<file path="src/sv/assert_macros.svh">
`ifndef ASSERT_MACROS_SVH
`define ASSERT_MACROS_SVH

// Checked at every rising edge of i_clk, switched off while reset is held.
`define LUHS_ASSERT(lbl, prop, msg) \
    lbl: assert property (@(posedge i_clk) disable iff (!i_rst_n) (prop)) else $error(msg);

// Checked at every rising edge of i_clk, reset included.
`define LUHS_ASSERT_ALWAYS(lbl, prop, msg) \
    lbl: assert property (@(posedge i_clk) (prop)) else $error(msg);

`endif

</file>
<file path="src/sv/luhs_pkg.sv">
`default_nettype none
package luhs_pkg;

    localparam int GAME_CODE_W    = 32;
    localparam int UPLOAD_W       = 21;
    localparam int PORT_W         = 2;
    localparam int WORD_W         = 32;
    localparam int WORD_INDEX_W   = 18;
    // Enough for the word count of the largest length the register can hold.
    localparam int INDEX_W        = UPLOAD_W - 1;
    localparam int PHASE_W        = 4;
    localparam int CMD_W          = 3;
    localparam int OUTCOME_W      = 2;
    localparam int CFG_INDEX_W    = 2;
    localparam int CFG_DATA_W     = 32;

    localparam logic [PHASE_W-1:0] PH_IDLE   = 4'd0;
    localparam logic [PHASE_W-1:0] PH_RESET  = 4'd1;
    localparam logic [PHASE_W-1:0] PH_STAT1  = 4'd2;
    localparam logic [PHASE_W-1:0] PH_RDCODE = 4'd3;
    localparam logic [PHASE_W-1:0] PH_STAT2  = 4'd4;
    localparam logic [PHASE_W-1:0] PH_WRCODE = 4'd5;
    localparam logic [PHASE_W-1:0] PH_STAT3  = 4'd6;
    localparam logic [PHASE_W-1:0] PH_WRSIZE = 4'd7;
    localparam logic [PHASE_W-1:0] PH_RDSIZE = 4'd8;
    localparam logic [PHASE_W-1:0] PH_POLL   = 4'd9;
    localparam logic [PHASE_W-1:0] PH_WRDATA = 4'd10;

    localparam logic [CMD_W-1:0] CMD_RESET  = 3'd0;
    localparam logic [CMD_W-1:0] CMD_STATUS = 3'd1;
    localparam logic [CMD_W-1:0] CMD_READ   = 3'd2;
    localparam logic [CMD_W-1:0] CMD_WRITE  = 3'd3;
    localparam logic [CMD_W-1:0] CMD_DONE   = 3'd4;

    localparam logic [OUTCOME_W-1:0] OUT_PENDING = 2'd0;
    localparam logic [OUTCOME_W-1:0] OUT_SUCCESS = 2'd1;
    localparam logic [OUTCOME_W-1:0] OUT_FAILURE = 2'd2;

    localparam logic [CFG_INDEX_W-1:0] CFG_GAME_CODE    = 2'd0;
    localparam logic [CFG_INDEX_W-1:0] CFG_UPLOAD_BYTES = 2'd1;
    localparam logic [CFG_INDEX_W-1:0] CFG_LINK_PORT    = 2'd2;

    localparam logic OP_START    = 1'b0;
    localparam logic OP_RESPONSE = 1'b1;

    localparam logic [7:0] STATUS_BOOT  = 8'h28;
    localparam logic [7:0] STATUS_CODE  = 8'h20;
    localparam logic [7:0] STATUS_READY = 8'h30;
    localparam logic [7:0] STATUS_BUSY_MASK = 8'h02;
    localparam logic [7:0] STATUS_LIVE_MASK = 8'h30;

    localparam logic [GAME_CODE_W-1:0] GAME_CODE_RESET = 32'h5053_414A;
    localparam logic [PORT_W-1:0]      LINK_PORT_RESET = 2'd1;

    typedef struct packed {
        logic              op;
        logic              link_error;
        logic [7:0]        status_byte;
        logic [WORD_W-1:0] read_word;
        logic [WORD_W-1:0] payload_word;
    } t_in_item;

    typedef struct packed {
        logic [CMD_W-1:0]        command;
        logic [PORT_W-1:0]       port;
        logic [WORD_W-1:0]       write_word;
        logic [WORD_INDEX_W-1:0] word_index;
        logic [OUTCOME_W-1:0]    outcome;
        logic                    last;
    } t_out_item;

    // Decision of one step: next state and the result, if any.
    typedef struct packed {
        logic                    emit;
        logic [PHASE_W-1:0]      phase;
        logic [INDEX_W-1:0]      index;
        logic [CMD_W-1:0]        command;
        logic [WORD_W-1:0]       write_word;
        logic [WORD_INDEX_W-1:0] word_index;
        logic [OUTCOME_W-1:0]    outcome;
    } t_step;

    function automatic logic [WORD_W-1:0] swap_bytes(input logic [WORD_W-1:0] v);
        return {v[7:0], v[15:8], v[23:16], v[31:24]};
    endfunction

endpackage
`default_nettype wire

</file>
<file path="src/sv/luhs_step.sv">
`default_nettype none
module luhs_step #(
    parameter int MAX_BYTES = 1048576
) (
    input  wire logic [luhs_pkg::PHASE_W-1:0]     i_phase,
    input  wire logic [luhs_pkg::INDEX_W-1:0]     i_index,
    input  wire luhs_pkg::t_in_item               i_item,
    input  wire logic [luhs_pkg::GAME_CODE_W-1:0] i_game_code,
    input  wire logic [luhs_pkg::UPLOAD_W-1:0]    i_upload_bytes,
    output luhs_pkg::t_step                       o_step
);

    localparam logic [31:0] MaxBytes = 32'(MAX_BYTES);

    logic [luhs_pkg::WORD_W-1:0]  size_word;
    logic [luhs_pkg::INDEX_W-1:0] index_inc;
    logic [luhs_pkg::INDEX_W+1:0] bytes_done;
    logic                         too_long;

    assign size_word  = luhs_pkg::WORD_W'(i_upload_bytes);
    assign index_inc  = i_index + luhs_pkg::INDEX_W'(1);
    assign bytes_done = {index_inc, 2'b00};
    assign too_long   = 32'(i_upload_bytes) > MaxBytes;

    always_comb begin
        o_step.emit       = 1'b1;
        o_step.phase      = i_phase;
        o_step.index      = i_index;
        o_step.command    = luhs_pkg::CMD_DONE;
        o_step.write_word = '0;
        o_step.word_index = '0;
        o_step.outcome    = luhs_pkg::OUT_FAILURE;

        if (i_item.op == luhs_pkg::OP_START) begin
            o_step.index = '0;
            if (too_long) begin
                o_step.phase = luhs_pkg::PH_IDLE;
            end else begin
                o_step.phase   = luhs_pkg::PH_RESET;
                o_step.command = luhs_pkg::CMD_RESET;
                o_step.outcome = luhs_pkg::OUT_PENDING;
            end
        end else if (i_phase == luhs_pkg::PH_IDLE || i_phase > luhs_pkg::PH_WRDATA) begin
            o_step.emit  = 1'b0;
            o_step.phase = luhs_pkg::PH_IDLE;
        end else if (i_item.link_error) begin
            o_step.phase = luhs_pkg::PH_IDLE;
            o_step.index = '0;
        end else begin
            // Failure is the default; each accepted transition overrides it.
            o_step.phase = luhs_pkg::PH_IDLE;
            o_step.index = '0;
            unique case (i_phase)
                luhs_pkg::PH_RESET: begin
                    o_step.phase   = luhs_pkg::PH_STAT1;
                    o_step.command = luhs_pkg::CMD_STATUS;
                    o_step.outcome = luhs_pkg::OUT_PENDING;
                end
                luhs_pkg::PH_STAT1: begin
                    if (i_item.status_byte == luhs_pkg::STATUS_BOOT) begin
                        o_step.phase   = luhs_pkg::PH_RDCODE;
                        o_step.command = luhs_pkg::CMD_READ;
                        o_step.outcome = luhs_pkg::OUT_PENDING;
                    end
                end
                luhs_pkg::PH_RDCODE: begin
                    if (i_item.read_word == i_game_code) begin
                        o_step.phase   = luhs_pkg::PH_STAT2;
                        o_step.command = luhs_pkg::CMD_STATUS;
                        o_step.outcome = luhs_pkg::OUT_PENDING;
                    end
                end
                luhs_pkg::PH_STAT2: begin
                    if (i_item.status_byte == luhs_pkg::STATUS_CODE) begin
                        o_step.phase      = luhs_pkg::PH_WRCODE;
                        o_step.command    = luhs_pkg::CMD_WRITE;
                        o_step.write_word = i_game_code;
                        o_step.outcome    = luhs_pkg::OUT_PENDING;
                    end
                end
                luhs_pkg::PH_WRCODE: begin
                    o_step.phase   = luhs_pkg::PH_STAT3;
                    o_step.command = luhs_pkg::CMD_STATUS;
                    o_step.outcome = luhs_pkg::OUT_PENDING;
                end
                luhs_pkg::PH_STAT3: begin
                    if (i_item.status_byte == luhs_pkg::STATUS_READY) begin
                        o_step.phase      = luhs_pkg::PH_WRSIZE;
                        o_step.command    = luhs_pkg::CMD_WRITE;
                        o_step.write_word = luhs_pkg::swap_bytes(size_word);
                        o_step.outcome    = luhs_pkg::OUT_PENDING;
                    end
                end
                luhs_pkg::PH_WRSIZE: begin
                    o_step.phase   = luhs_pkg::PH_RDSIZE;
                    o_step.command = luhs_pkg::CMD_READ;
                    o_step.outcome = luhs_pkg::OUT_PENDING;
                end
                luhs_pkg::PH_RDSIZE: begin
                    if (luhs_pkg::swap_bytes(i_item.read_word) == size_word) begin
                        if (i_upload_bytes == '0) begin
                            o_step.outcome = luhs_pkg::OUT_SUCCESS;
                        end else begin
                            o_step.phase   = luhs_pkg::PH_POLL;
                            o_step.command = luhs_pkg::CMD_STATUS;
                            o_step.outcome = luhs_pkg::OUT_PENDING;
                        end
                    end
                end
                luhs_pkg::PH_POLL: begin
                    // A busy receiver is polled again as long as it stays alive.
                    if ((i_item.status_byte & luhs_pkg::STATUS_BUSY_MASK) == '0) begin
                        o_step.phase      = luhs_pkg::PH_WRDATA;
                        o_step.index      = i_index;
                        o_step.command    = luhs_pkg::CMD_WRITE;
                        o_step.write_word = i_item.payload_word;
                        o_step.word_index = i_index[luhs_pkg::WORD_INDEX_W-1:0];
                        o_step.outcome    = luhs_pkg::OUT_PENDING;
                    end else if ((i_item.status_byte & luhs_pkg::STATUS_LIVE_MASK)
                                 == luhs_pkg::STATUS_LIVE_MASK) begin
                        o_step.phase      = luhs_pkg::PH_POLL;
                        o_step.index      = i_index;
                        o_step.command    = luhs_pkg::CMD_STATUS;
                        o_step.word_index = i_index[luhs_pkg::WORD_INDEX_W-1:0];
                        o_step.outcome    = luhs_pkg::OUT_PENDING;
                    end
                end
                luhs_pkg::PH_WRDATA: begin
                    if (bytes_done >= (luhs_pkg::INDEX_W+2)'(i_upload_bytes)) begin
                        o_step.outcome = luhs_pkg::OUT_SUCCESS;
                    end else begin
                        o_step.phase      = luhs_pkg::PH_POLL;
                        o_step.index      = index_inc;
                        o_step.command    = luhs_pkg::CMD_STATUS;
                        o_step.word_index = index_inc[luhs_pkg::WORD_INDEX_W-1:0];
                        o_step.outcome    = luhs_pkg::OUT_PENDING;
                    end
                end
                default: begin
                    o_step.emit = 1'b0;
                end
            endcase
        end
    end

endmodule
`default_nettype wire

</file>
<file path="src/sv/link_upload_handshake_sequencer.sv">
// Host-side sequencer for a link boot handshake.
// Input channel (i_in_valid / o_in_stall / i_in): a start item begins the
// sequence; each later response item answers the command last issued and
// carries the status byte, read data and the payload word that was asked for.
// Output channel (o_out_valid / i_out_stall / o_out): the next link command,
// or a finished result with last set and the outcome.
// Configuration (i_cfg_we / i_cfg_index / i_cfg_wdata) is to be written by
// the user while idle; the block does not enforce it. An accepted transfer
// is captured in an input register; its step is decided by the state register
// and a compare and lands in the output register once that is free. One item
// is taken every cycle unless the receiver stalls; responses while idle give no result.
// When the receiver stalls, the output register holds, the input register
// fills, and o_in_stall rises only once both are occupied.
// Reset (synchronous, active low) empties both registers, returns the
// sequence to idle and loads the register defaults: code 'PSAJ', zero
// length, link channel 1.
`default_nettype none
module link_upload_handshake_sequencer #(
    parameter int MAX_BYTES = 1048576
) (
    input  wire logic                              i_clk,
    input  wire logic                              i_rst_n,
    input  wire logic                              i_in_valid,
    output logic                                   o_in_stall,
    input  wire luhs_pkg::t_in_item                i_in,
    output logic                                   o_out_valid,
    input  wire logic                              i_out_stall,
    output luhs_pkg::t_out_item                    o_out,
    input  wire logic                              i_cfg_we,
    input  wire logic [luhs_pkg::CFG_INDEX_W-1:0]  i_cfg_index,
    input  wire logic [luhs_pkg::CFG_DATA_W-1:0]   i_cfg_wdata
);

    logic [luhs_pkg::GAME_CODE_W-1:0] r_game_code;
    logic [luhs_pkg::UPLOAD_W-1:0]    r_upload_bytes;
    logic [luhs_pkg::PORT_W-1:0]      r_link_port;

    logic [luhs_pkg::PHASE_W-1:0]     r_phase;
    logic [luhs_pkg::INDEX_W-1:0]     r_data_index;

    logic                             r_in_valid;
    luhs_pkg::t_in_item               r_in;
    logic                             r_out_valid;
    luhs_pkg::t_out_item              r_out;
    luhs_pkg::t_out_item              n_out;

    luhs_pkg::t_step                  step;
    logic                             advance;
    logic                             in_accept;

    assign advance    = r_in_valid && (!r_out_valid || !i_out_stall);
    assign o_in_stall = r_in_valid && !advance;
    assign in_accept  = i_in_valid && !o_in_stall;

    luhs_step #(
        .MAX_BYTES(MAX_BYTES)
    ) u_step (
        .i_phase        (r_phase),
        .i_index        (r_data_index),
        .i_item         (r_in),
        .i_game_code    (r_game_code),
        .i_upload_bytes (r_upload_bytes),
        .o_step         (step)
    );

    always_comb begin
        n_out.command    = step.command;
        n_out.port       = r_link_port;
        n_out.write_word = step.write_word;
        n_out.word_index = step.word_index;
        n_out.outcome    = step.outcome;
        n_out.last       = (step.command == luhs_pkg::CMD_DONE);
    end

    always_ff @(posedge i_clk) begin
        if (!i_rst_n) begin
            r_game_code    <= luhs_pkg::GAME_CODE_RESET;
            r_upload_bytes <= '0;
            r_link_port    <= luhs_pkg::LINK_PORT_RESET;
        end else if (i_cfg_we) begin
            unique case (i_cfg_index)
                luhs_pkg::CFG_GAME_CODE:    r_game_code    <= i_cfg_wdata;
                luhs_pkg::CFG_UPLOAD_BYTES: begin
                    r_upload_bytes <= i_cfg_wdata[luhs_pkg::UPLOAD_W-1:0];
                end
                luhs_pkg::CFG_LINK_PORT:    r_link_port <= i_cfg_wdata[luhs_pkg::PORT_W-1:0];
                default: ;
            endcase
        end
    end

    always_ff @(posedge i_clk) begin
        if (!i_rst_n) begin
            r_in_valid   <= 1'b0;
            r_out_valid  <= 1'b0;
            r_phase      <= luhs_pkg::PH_IDLE;
            r_data_index <= '0;
        end else begin
            if (in_accept) begin
                r_in_valid <= 1'b1;
            end else if (advance) begin
                r_in_valid <= 1'b0;
            end

            if (advance) begin
                r_out_valid  <= step.emit;
                r_phase      <= step.phase;
                r_data_index <= step.index;
            end else if (r_out_valid && !i_out_stall) begin
                r_out_valid <= 1'b0;
            end
        end
    end

    always_ff @(posedge i_clk) begin
        if (in_accept) begin
            r_in <= i_in;
        end
        if (advance) begin
            r_out <= n_out;
        end
    end

    assign o_out_valid = r_out_valid;
    assign o_out       = r_out;

`include "assert_macros.svh"

    `LUHS_ASSERT(a_stall_needs_item, !o_in_stall || r_in_valid, "stall without held item")
    `LUHS_ASSERT(a_idle_index_clear, r_phase != luhs_pkg::PH_IDLE || r_data_index == '0, "idle with nonzero word index")
    `LUHS_ASSERT(a_done_has_outcome, !r_out_valid || ((r_out.command == luhs_pkg::CMD_DONE) == (r_out.outcome != luhs_pkg::OUT_PENDING)), "outcome does not match command")
    `LUHS_ASSERT(a_done_goes_idle, (advance && step.emit && step.command == luhs_pkg::CMD_DONE) |=> r_phase == luhs_pkg::PH_IDLE, "finished result left sequence running")

endmodule
`default_nettype wire
</file>
<file path="config.mk">
export PLATFORM = sky130hd
export DESIGN_NAME = link_upload_handshake_sequencer
export DESIGN_NICKNAME = d
export VERILOG_FILES = /design/src/sv/luhs_pkg.sv /design/src/sv/luhs_step.sv /design/src/sv/link_upload_handshake_sequencer.sv
export VERILOG_INCLUDE_DIRS = /design/src /design/src/sv
export SDC_FILE = /design/constraint.sdc
export NUM_CORES = 1
export LEC_CHECK = 0
export BUFFER_PORTS_ARGS = -buffer_cell sky130_fd_sc_hd__buf_2
export CAP_MARGIN = 0
export CORE_MARGIN = 2
export CORE_UTILIZATION = 61
export DETAILED_ROUTE_END_ITERATION = 6
export PLACE_DENSITY = 0.93
export SYNTH_ARGS = -nofsm -noshare
export SYNTH_HDL_FRONTEND = slang
export SYNTH_HIERARCHICAL = 1
export SYNTH_SLANG_ARGS = --single-unit
</file>
<file path="constraint.sdc">
create_clock -name i_clk -period 13.9 [get_ports i_clk]
set_input_delay 3.475 -clock i_clk [delete_from_list [all_inputs] [get_ports i_clk]]
set_output_delay 3.475 -clock i_clk [all_outputs]
set_load 0.05 [all_outputs]
</file>
==> flow_metrics.py, run 1 <==
metrics = {
    "status": {
        "status": "complete, no violations",
    },
    "clock_network": {
        "post_cts_resized": 0,
        "cts_tree": "yes",
        "cts_setup_buffers": 0,
        "clockBufferDepth": 3,
        "cts_root_buf": "clkbuf_16",
        "clock_latency_ns": 0.52,
        "clkTransAtPathRegs_ns": 0.06,
        "clock_sinks": 213,
        "htreeDepth": 1,
        "postCtsHoldBufs": 0,
        "cts_made_buffers": 22,
    },
    "global_route": {
        "grt_max_degree": 92,
        "antenna_found_initial": 0,
        "grt_pass1_wl_um": 42800,
        "grt_overflow": 0,
        "grt_pass1_vias": 8067,
        "grt_use_total_pct": 30.6,
    },
    "sta": {
        "period_share_pct": 54.9,
        "tightestPinTransition_ns": 1.16,
        "hold_violations": 0,
        "grt_setup_unrepaired": "no",
        "final_max_slew_viol_count": 0,
        "setup_viol": 0,
        "finalClockSkew_ns": 0.0264,
        "tns_ns": 0,
        "slew_headroom_pct": 22.6,
        "min_period_ns": 7.63,
        "max_freq_mhz": 131,
    },
    "floorplan": {
        "start_util_pct": 62.2,
        "io_pins": 173,
        "die_h_um": 134,
        "core_area_um2": 16500,
        "die_area_um2": 17800,
        "die_width_um": 134,
        "row_count": 47,
    },
    "worst_setup_path": {
        "startpoint_type": "input port",
        "cp.arrival_ns": 4.15,
        "cp.required_ns": 10.43,
        "crit_type": "in2out",
        "reg2reg_depth": 17,
        "end_kind": "output port",
        "crit_path_max_fanout": 3,
    },
    "synth": {
        "synth.avg_cell_area_um2": 10.7,
        "ys_seq_area_share_pct": 54.6,
        "synthArstFlopShare_pct": 0,
        "syn_inst": 954,
        "synthesis.area_um2": 10200,
        "synth_cell_type_count": 64,
        "synth-edff-count": 132,
        "syn_nets": 1087,
        "yosys_warnings": 6,
        "synth_seq_cells": 213,
        "ys.flop_type": "edfxtp_1",
    },
    "placed_design": {
        "port_buffers": 172,
        "gp_congestion": 0.935,
        "dp_hpwl_um": 18300,
    },
    "route": {
        "drt-initial-drc-count": 1339,
        "vias": 8419,
        "viasPerCell": 6.27,
        "first_pass_iters": 6,
        "routedWlPerCell_um": 20.5,
        "drc": 0,
        "ant_nets": 0,
        "wl_um": 27500,
    },
    "power_and_ir_drop": {
        "clkPwrFrac_pct": 40.7,
        "p_seq_share_pct": 51.8,
        "p_sw_uw": 328,
        "power.density_nw_per_um2": 116,
        "p_int_uw": 1050,
        "combPwrFrac_pct": 7.4,
        "p_leak_uw": 0.00463,
        "vdd_drop_max_v": 0.000107,
        "swShare_pct": 23.8,
        "finalPower_uw": 1380,
    },
    "layout": {
        "syn_to_final_growth_pct": 16.1,
        "final_core_util_pct": 72.2,
        "diodes": 0,
        "drive_above_1_share_pct": 20.7,
        "nets": 1240,
        "final_common_cell": "nand2_1",
        "final_cell_mix": "187 x nand2_1, 171 x buf_2, 132 x edfxtp_1",
    },
    "hold_path": {
        "holdPathStages": 0,
        "hp-class": "reg2reg",
    },
    "run": {
        "drv_cap": 0,
    },
}
-- power groups by stage --
| stage | Sequential, uW | Clock (uW) | Combinational, uW |
|---|---|---|---|
| after floorplan | 731 | 0 | 52.7 |
| after global placement | 726 | 0 | 95.8 |
| after detailed placement | 727 | 0 | 98.6 |
| after CTS | 714 | 564 | 101 |
| after global routing | 716 | 585 | 109 |
| final | 715 | 561 | 103 |
-- layout make-up --
class | count | area (um2)
clock buffers | 31 | 594
clock inverters | 9 | 83.8
fillers | 1063 | 4590
inverters | 45 | 169
multi-input cells | 642 | 4230
flip-flops and latches | 213 | 5590
well taps | 220 | 275
repair buffers | 183 | 946
-- stage by stage --
stage / setup slack (ns) / hold WS (ns) / cells / area (um2)
global placement: 6.30 / 0.417 / 1303 / 11200
finish: 6.27 / 0.437 / 1343 / 11900
global route: 6.26 / 0.458 / 1343 / 11900
CTS: 6.28 / 0.439 / 1343 / 11900
floorplan: 6.21 / 0.408 / 954 / 10200
detailed placement: 6.28 / 0.426 / 1303 / 11200
-- worst max-delay path, stage by stage --
cell and delay (ns):
buf_2 0.13, and3_1 0.25, buf_2 0.29
-- synthesized netlist by cell type (4+ instances only) --
| library cell | n | area share (%) |
|---|---|---|
| nor3_1 | 9 | 0.44 |
| nor4_1 | 23 | 1.4 |
| or3_1 | 4 | 0.24 |
| edfxtp_1 | 132 | 39 |
| a22oi_1 | 13 | 0.95 |
| nand3_1 | 17 | 0.83 |
| ha_1 | 20 | 2.4 |
| clkbuf_1 | 27 | 0.99 |
| a21oi_1 | 7 | 0.34 |
| nand2b_1 | 8 | 0.49 |
| or4bb_2 | 4 | 0.49 |
| o21ai_1 | 20 | 0.98 |
| nand4_1 | 9 | 0.55 |
| buf_2 | 16 | 0.78 |
| and3_1 | 4 | 0.24 |
| xor2_1 | 54 | 4.6 |
| or2_2 | 4 | 0.24 |
| nand2_1 | 187 | 6.9 |
| or4_1 | 4 | 0.29 |
| inv_1 | 45 | 1.7 |
| buf_6 | 6 | 0.66 |
| o211ai_1 | 30 | 2.2 |
| nor2b_1 | 4 | 0.24 |
| mux2i_1 | 67 | 6.6 |
| a222oi_1 | 21 | 2.1 |
| nand4bb_1 | 9 | 0.99 |
| nor2_1 | 57 | 2.1 |
| o21ai_0 | 8 | 0.39 |
| and2_1 | 4 | 0.24 |
| dfxtp_1 | 81 | 16 |
| nand3b_1 | 4 | 0.29 |
| xnor2_1 | 10 | 0.86 |
| o21a_1 | 5 | 0.37 |
-- sequential cells by signal, indices dropped and copies added, names as in the netlist --
signal,flops
r_in_valid,1
r_link_port,2
o_out,58
o_out_valid,1
r_data_index,20
r_game_code,32
r_upload_bytes,21
r_in,74
r_phase,4
-- metal layers --
metal	global-route usage [%]	wire length, um
met1	40.3	10100
met2	49.3	12900
met3	5.71	3120
met4	14.7	1380
met5	0	0
-- logic make-up (layout without fill, tap and decap cells) --
family	Yosys count	in the layout	share of synthesized area [%]
AOI/OAI and AO/OA	125	125	9.07
DFF	213	213	54.6
and+or+nand+nor	366	366	17.4
adders and majority gates	20	20	2.45
muxes	67	67	6.55
xor gates and xnor gates	64	64	5.48
buffers and inverters	99	268	4.50
-- path summary, 6_finish.rpt --
path                                                    from                           end  slack (ns)
worst max-delay path                             i_out_stall                    o_in_stall        6.27
worst min-delay path             r_link_port[1]$_SDFFE_PN0P_           o_out[54]$_DFFE_PP_        0.44
worst max register to register  r_data_index[0]$_SDFFE_PN0P_  r_data_index[7]$_SDFFE_PN0P_        9.32
worst min register to register   r_link_port[1]$_SDFFE_PN0P_           o_out[54]$_DFFE_PP_        0.44
(Power assumes the default switching activity.)
==> run 2, diff against run 1 <==
--- a/config.mk
+++ b/config.mk
@@ -9,9 +9,9 @@
 export BUFFER_PORTS_ARGS = -buffer_cell sky130_fd_sc_hd__buf_2
 export CAP_MARGIN = 0
 export CORE_MARGIN = 2
-export CORE_UTILIZATION = 61
+export CORE_UTILIZATION = 51
 export DETAILED_ROUTE_END_ITERATION = 6
-export PLACE_DENSITY = 0.93
+export PLACE_DENSITY = 0.83
 export SYNTH_ARGS = -nofsm -noshare
 export SYNTH_HDL_FRONTEND = slang
 export SYNTH_HIERARCHICAL = 1
==> constraint.sdc (replaced) <==
create_clock -name i_clk -period 6.5 [get_ports i_clk]
set_input_delay 1.625 -clock i_clk [delete_from_list [all_inputs] [get_ports i_clk]]
set_output_delay 1.625 -clock i_clk [all_outputs]
set_load 0.05 [all_outputs]
==> run 2 against run 1 <==
Compared with the run above:
- final area is 1.0% higher
- critical path type is now reg2reg
- sequential power is 110% higher
- die area is 19% higher
- total power is 120% higher
- sequential share of layout area is 0.48 points lower
- clock power is 130% higher
- flip-flop and latch count stayed put
==> flow_metrics.py, run 2 (synthesis results as in run 1) <==
metrics = {
    "worst_setup_path": {
        "cp.arrival_ns": 4.92,
        "worstPathCellList": "ha_1 > nand3_1 > nor4_1 > and2_1 > nand2_1 > xor2_1 > inv_1 > ha_1 > a211oi_1 > o21ai_0 > a211o_1 > o211ai_1 > buf_4 > nand2_2 > o211ai_1 > nand2_1 > mux2i_1",
        "cpMaxStageDelayCell": "nor4_1",
        "end_kind": "flop",
        "crit_path_max_fanout": 36,
        "max_stage_delay_ns": 0.57,
        "reg2reg_from": "r_data_index[0]$_SDFFE_PN0P_",
        "crit_type": "reg2reg",
        "startpoint_type": "flop",
        "cp-startpoint": "r_data_index[0]$_SDFFE_PN0P_",
        "cp.required_ns": 6.94,
    },
    "sta": {
        "finalClockSkew_ns": 0.00846,
        "slew_headroom_pct": 32.8,
        "hold_violations": 0,
        "tightestPinTransition_ns": 1.00,
        "max_freq_mhz": 223,
        "final_max_slew_viol_count": 0,
        "min_period_ns": 4.48,
        "setup_viol": 0,
        "grt_setup_unrepaired": "no",
        "tns_ns": 0,
        "period_share_pct": 68.9,
    },
    "power_and_ir_drop": {
        "power.density_nw_per_um2": 253,
        "p_leak_uw": 0.00466,
        "vdd_drop_max_v": 0.000231,
    },
    "layout": {
        "design_area_um2": 12000,
        "fillers": 1552,
        "nets": 1240,
        "final_common_cell": "nand2_1",
        "final_cell_mix": "187 x nand2_1, 171 x buf_2, 132 x edfxtp_1",
        "drive_above_1_share_pct": 21.1,
        "largest_reg_flops": 74,
        "final_cells": 1390,
        "syn_to_final_growth_pct": 17.3,
        "largest-register": "r_in",
    },
    "clock_network": {
        "postCtsHoldBufs": 0,
        "cts_made_buffers": 23,
        "clkTransAtPathRegs_ns": 0.06,
        "clock_sinks": 213,
        "cts_tree": "yes",
        "htreeDepth": 1,
        "clockBufferDepth": 3,
        "cts_setup_buffers": 0,
        "post_cts_resized": 0,
        "clock_latency_ns": 0.52,
        "cts_root_buf": "clkbuf_16",
    },
    "floorplan": {
        "start_util_pct": 52.2,
        "die_h_um": 146,
        "die_width_um": 146,
        "core_area_um2": 19600,
        "die_area_um2": 21200,
        "io_pins": 173,
        "row_count": 51,
    },
    "global_route": {
        "grt_use_total_pct": 24.7,
        "grt_max_degree": 75,
        "grt_pass1_vias": 7704,
        "grt_pass1_wl_um": 41700,
        "grt_overflow": 0,
        "antenna_found_initial": 0,
    },
    "hold_path": {
        "hp-class": "reg2reg",
        "hp-start": "r_link_port[1]$_SDFFE_PN0P_",
    },
    "placed_design": {
        "dp.cells": 1347,
        "dpl_cell_area_um2": 11300,
        "gp_congestion": 0.876,
        "dp_hpwl_um": 18500,
        "port_buffers": 172,
    },
    "route": {
        "drt-initial-drc-count": 912,
        "drc": 0,
        "wl_um": 26900,
        "first_pass_iters": 6,
        "viasPerCell": 5.81,
        "ant_nets": 0,
        "vias": 8070,
        "routedWlPerCell_um": 19.4,
    },
    "run": {
        "drv_cap": 0,
    },
    "status": {
        "status": "complete, no violations",
    },
}
run 2: per-stage QoR:
stage / total power, uW / hold WS, ns / util, % / setup slack, ns
finish: 3040 / 0.433 / 61.3 / 2.02
global route: 3130 / 0.449 / 61.3 / 1.63
CTS: 3050 / 0.435 / 61.3 / 2.15
detailed placement: 1760 / 0.420 / 57.4 / 2.18
global placement: 1760 / 0.414 / 57.4 / 2.31
floorplan: 1680 / 0.408 / - / 0.658
run 2: critical path, delay by kind of cell (launching register included):
family                   cells  cell delay (ns)
AO/OA/AOI/OAI                5             1.19
buffers and inverters        2             0.31
flip-flops                   1             0.46
adder cells (fa/ha/maj)      2             0.47
XOR/XNOR                     1             0.22
multiplexers                 1             0.15
AND/OR/NAND/NOR              6             1.59
run 2: power by group:
part           total (uW)  switching, uW  internal (uW)
sequential           1530           40.3           1490
clock                1300            541            760
combinational         215            136           78.5
run 2: final timing paths:
| kind | end | slack [ns] | cells past startpoint |
|---|---|---|---|
| max | r_data_index[3]$_SDFFE_PN0P_ | 2.02 | 17 |
| min | o_out[54]$_DFFE_PP_ | 0.43 | 0 |
| max reg2reg | r_data_index[3]$_SDFFE_PN0P_ | 2.02 | 17 |
| min reg2reg | o_out[54]$_DFFE_PP_ | 0.43 | 0 |
run 2: layout make-up:
type,count,area [um2],area share [%]
flip-flops and latches,213,5590,46.5
multi-input cells,642,4230,35.2
repair buffers,182,938,7.82
clock buffers,29,618,5.15
well taps,265,332,2.76
inverters,45,169,1.41
clock inverters,13,131,1.09
diodes,1,2.50,0.0208
run 2: per-layer routing:
layer	wire length (um)	track usage, %	up-vias
li1	-	-	3750
met1	11200	35.0	3801
met2	12100	38.3	444
met3	2620	3.86	75
met4	1060	10.2	0
met5	0	0	-
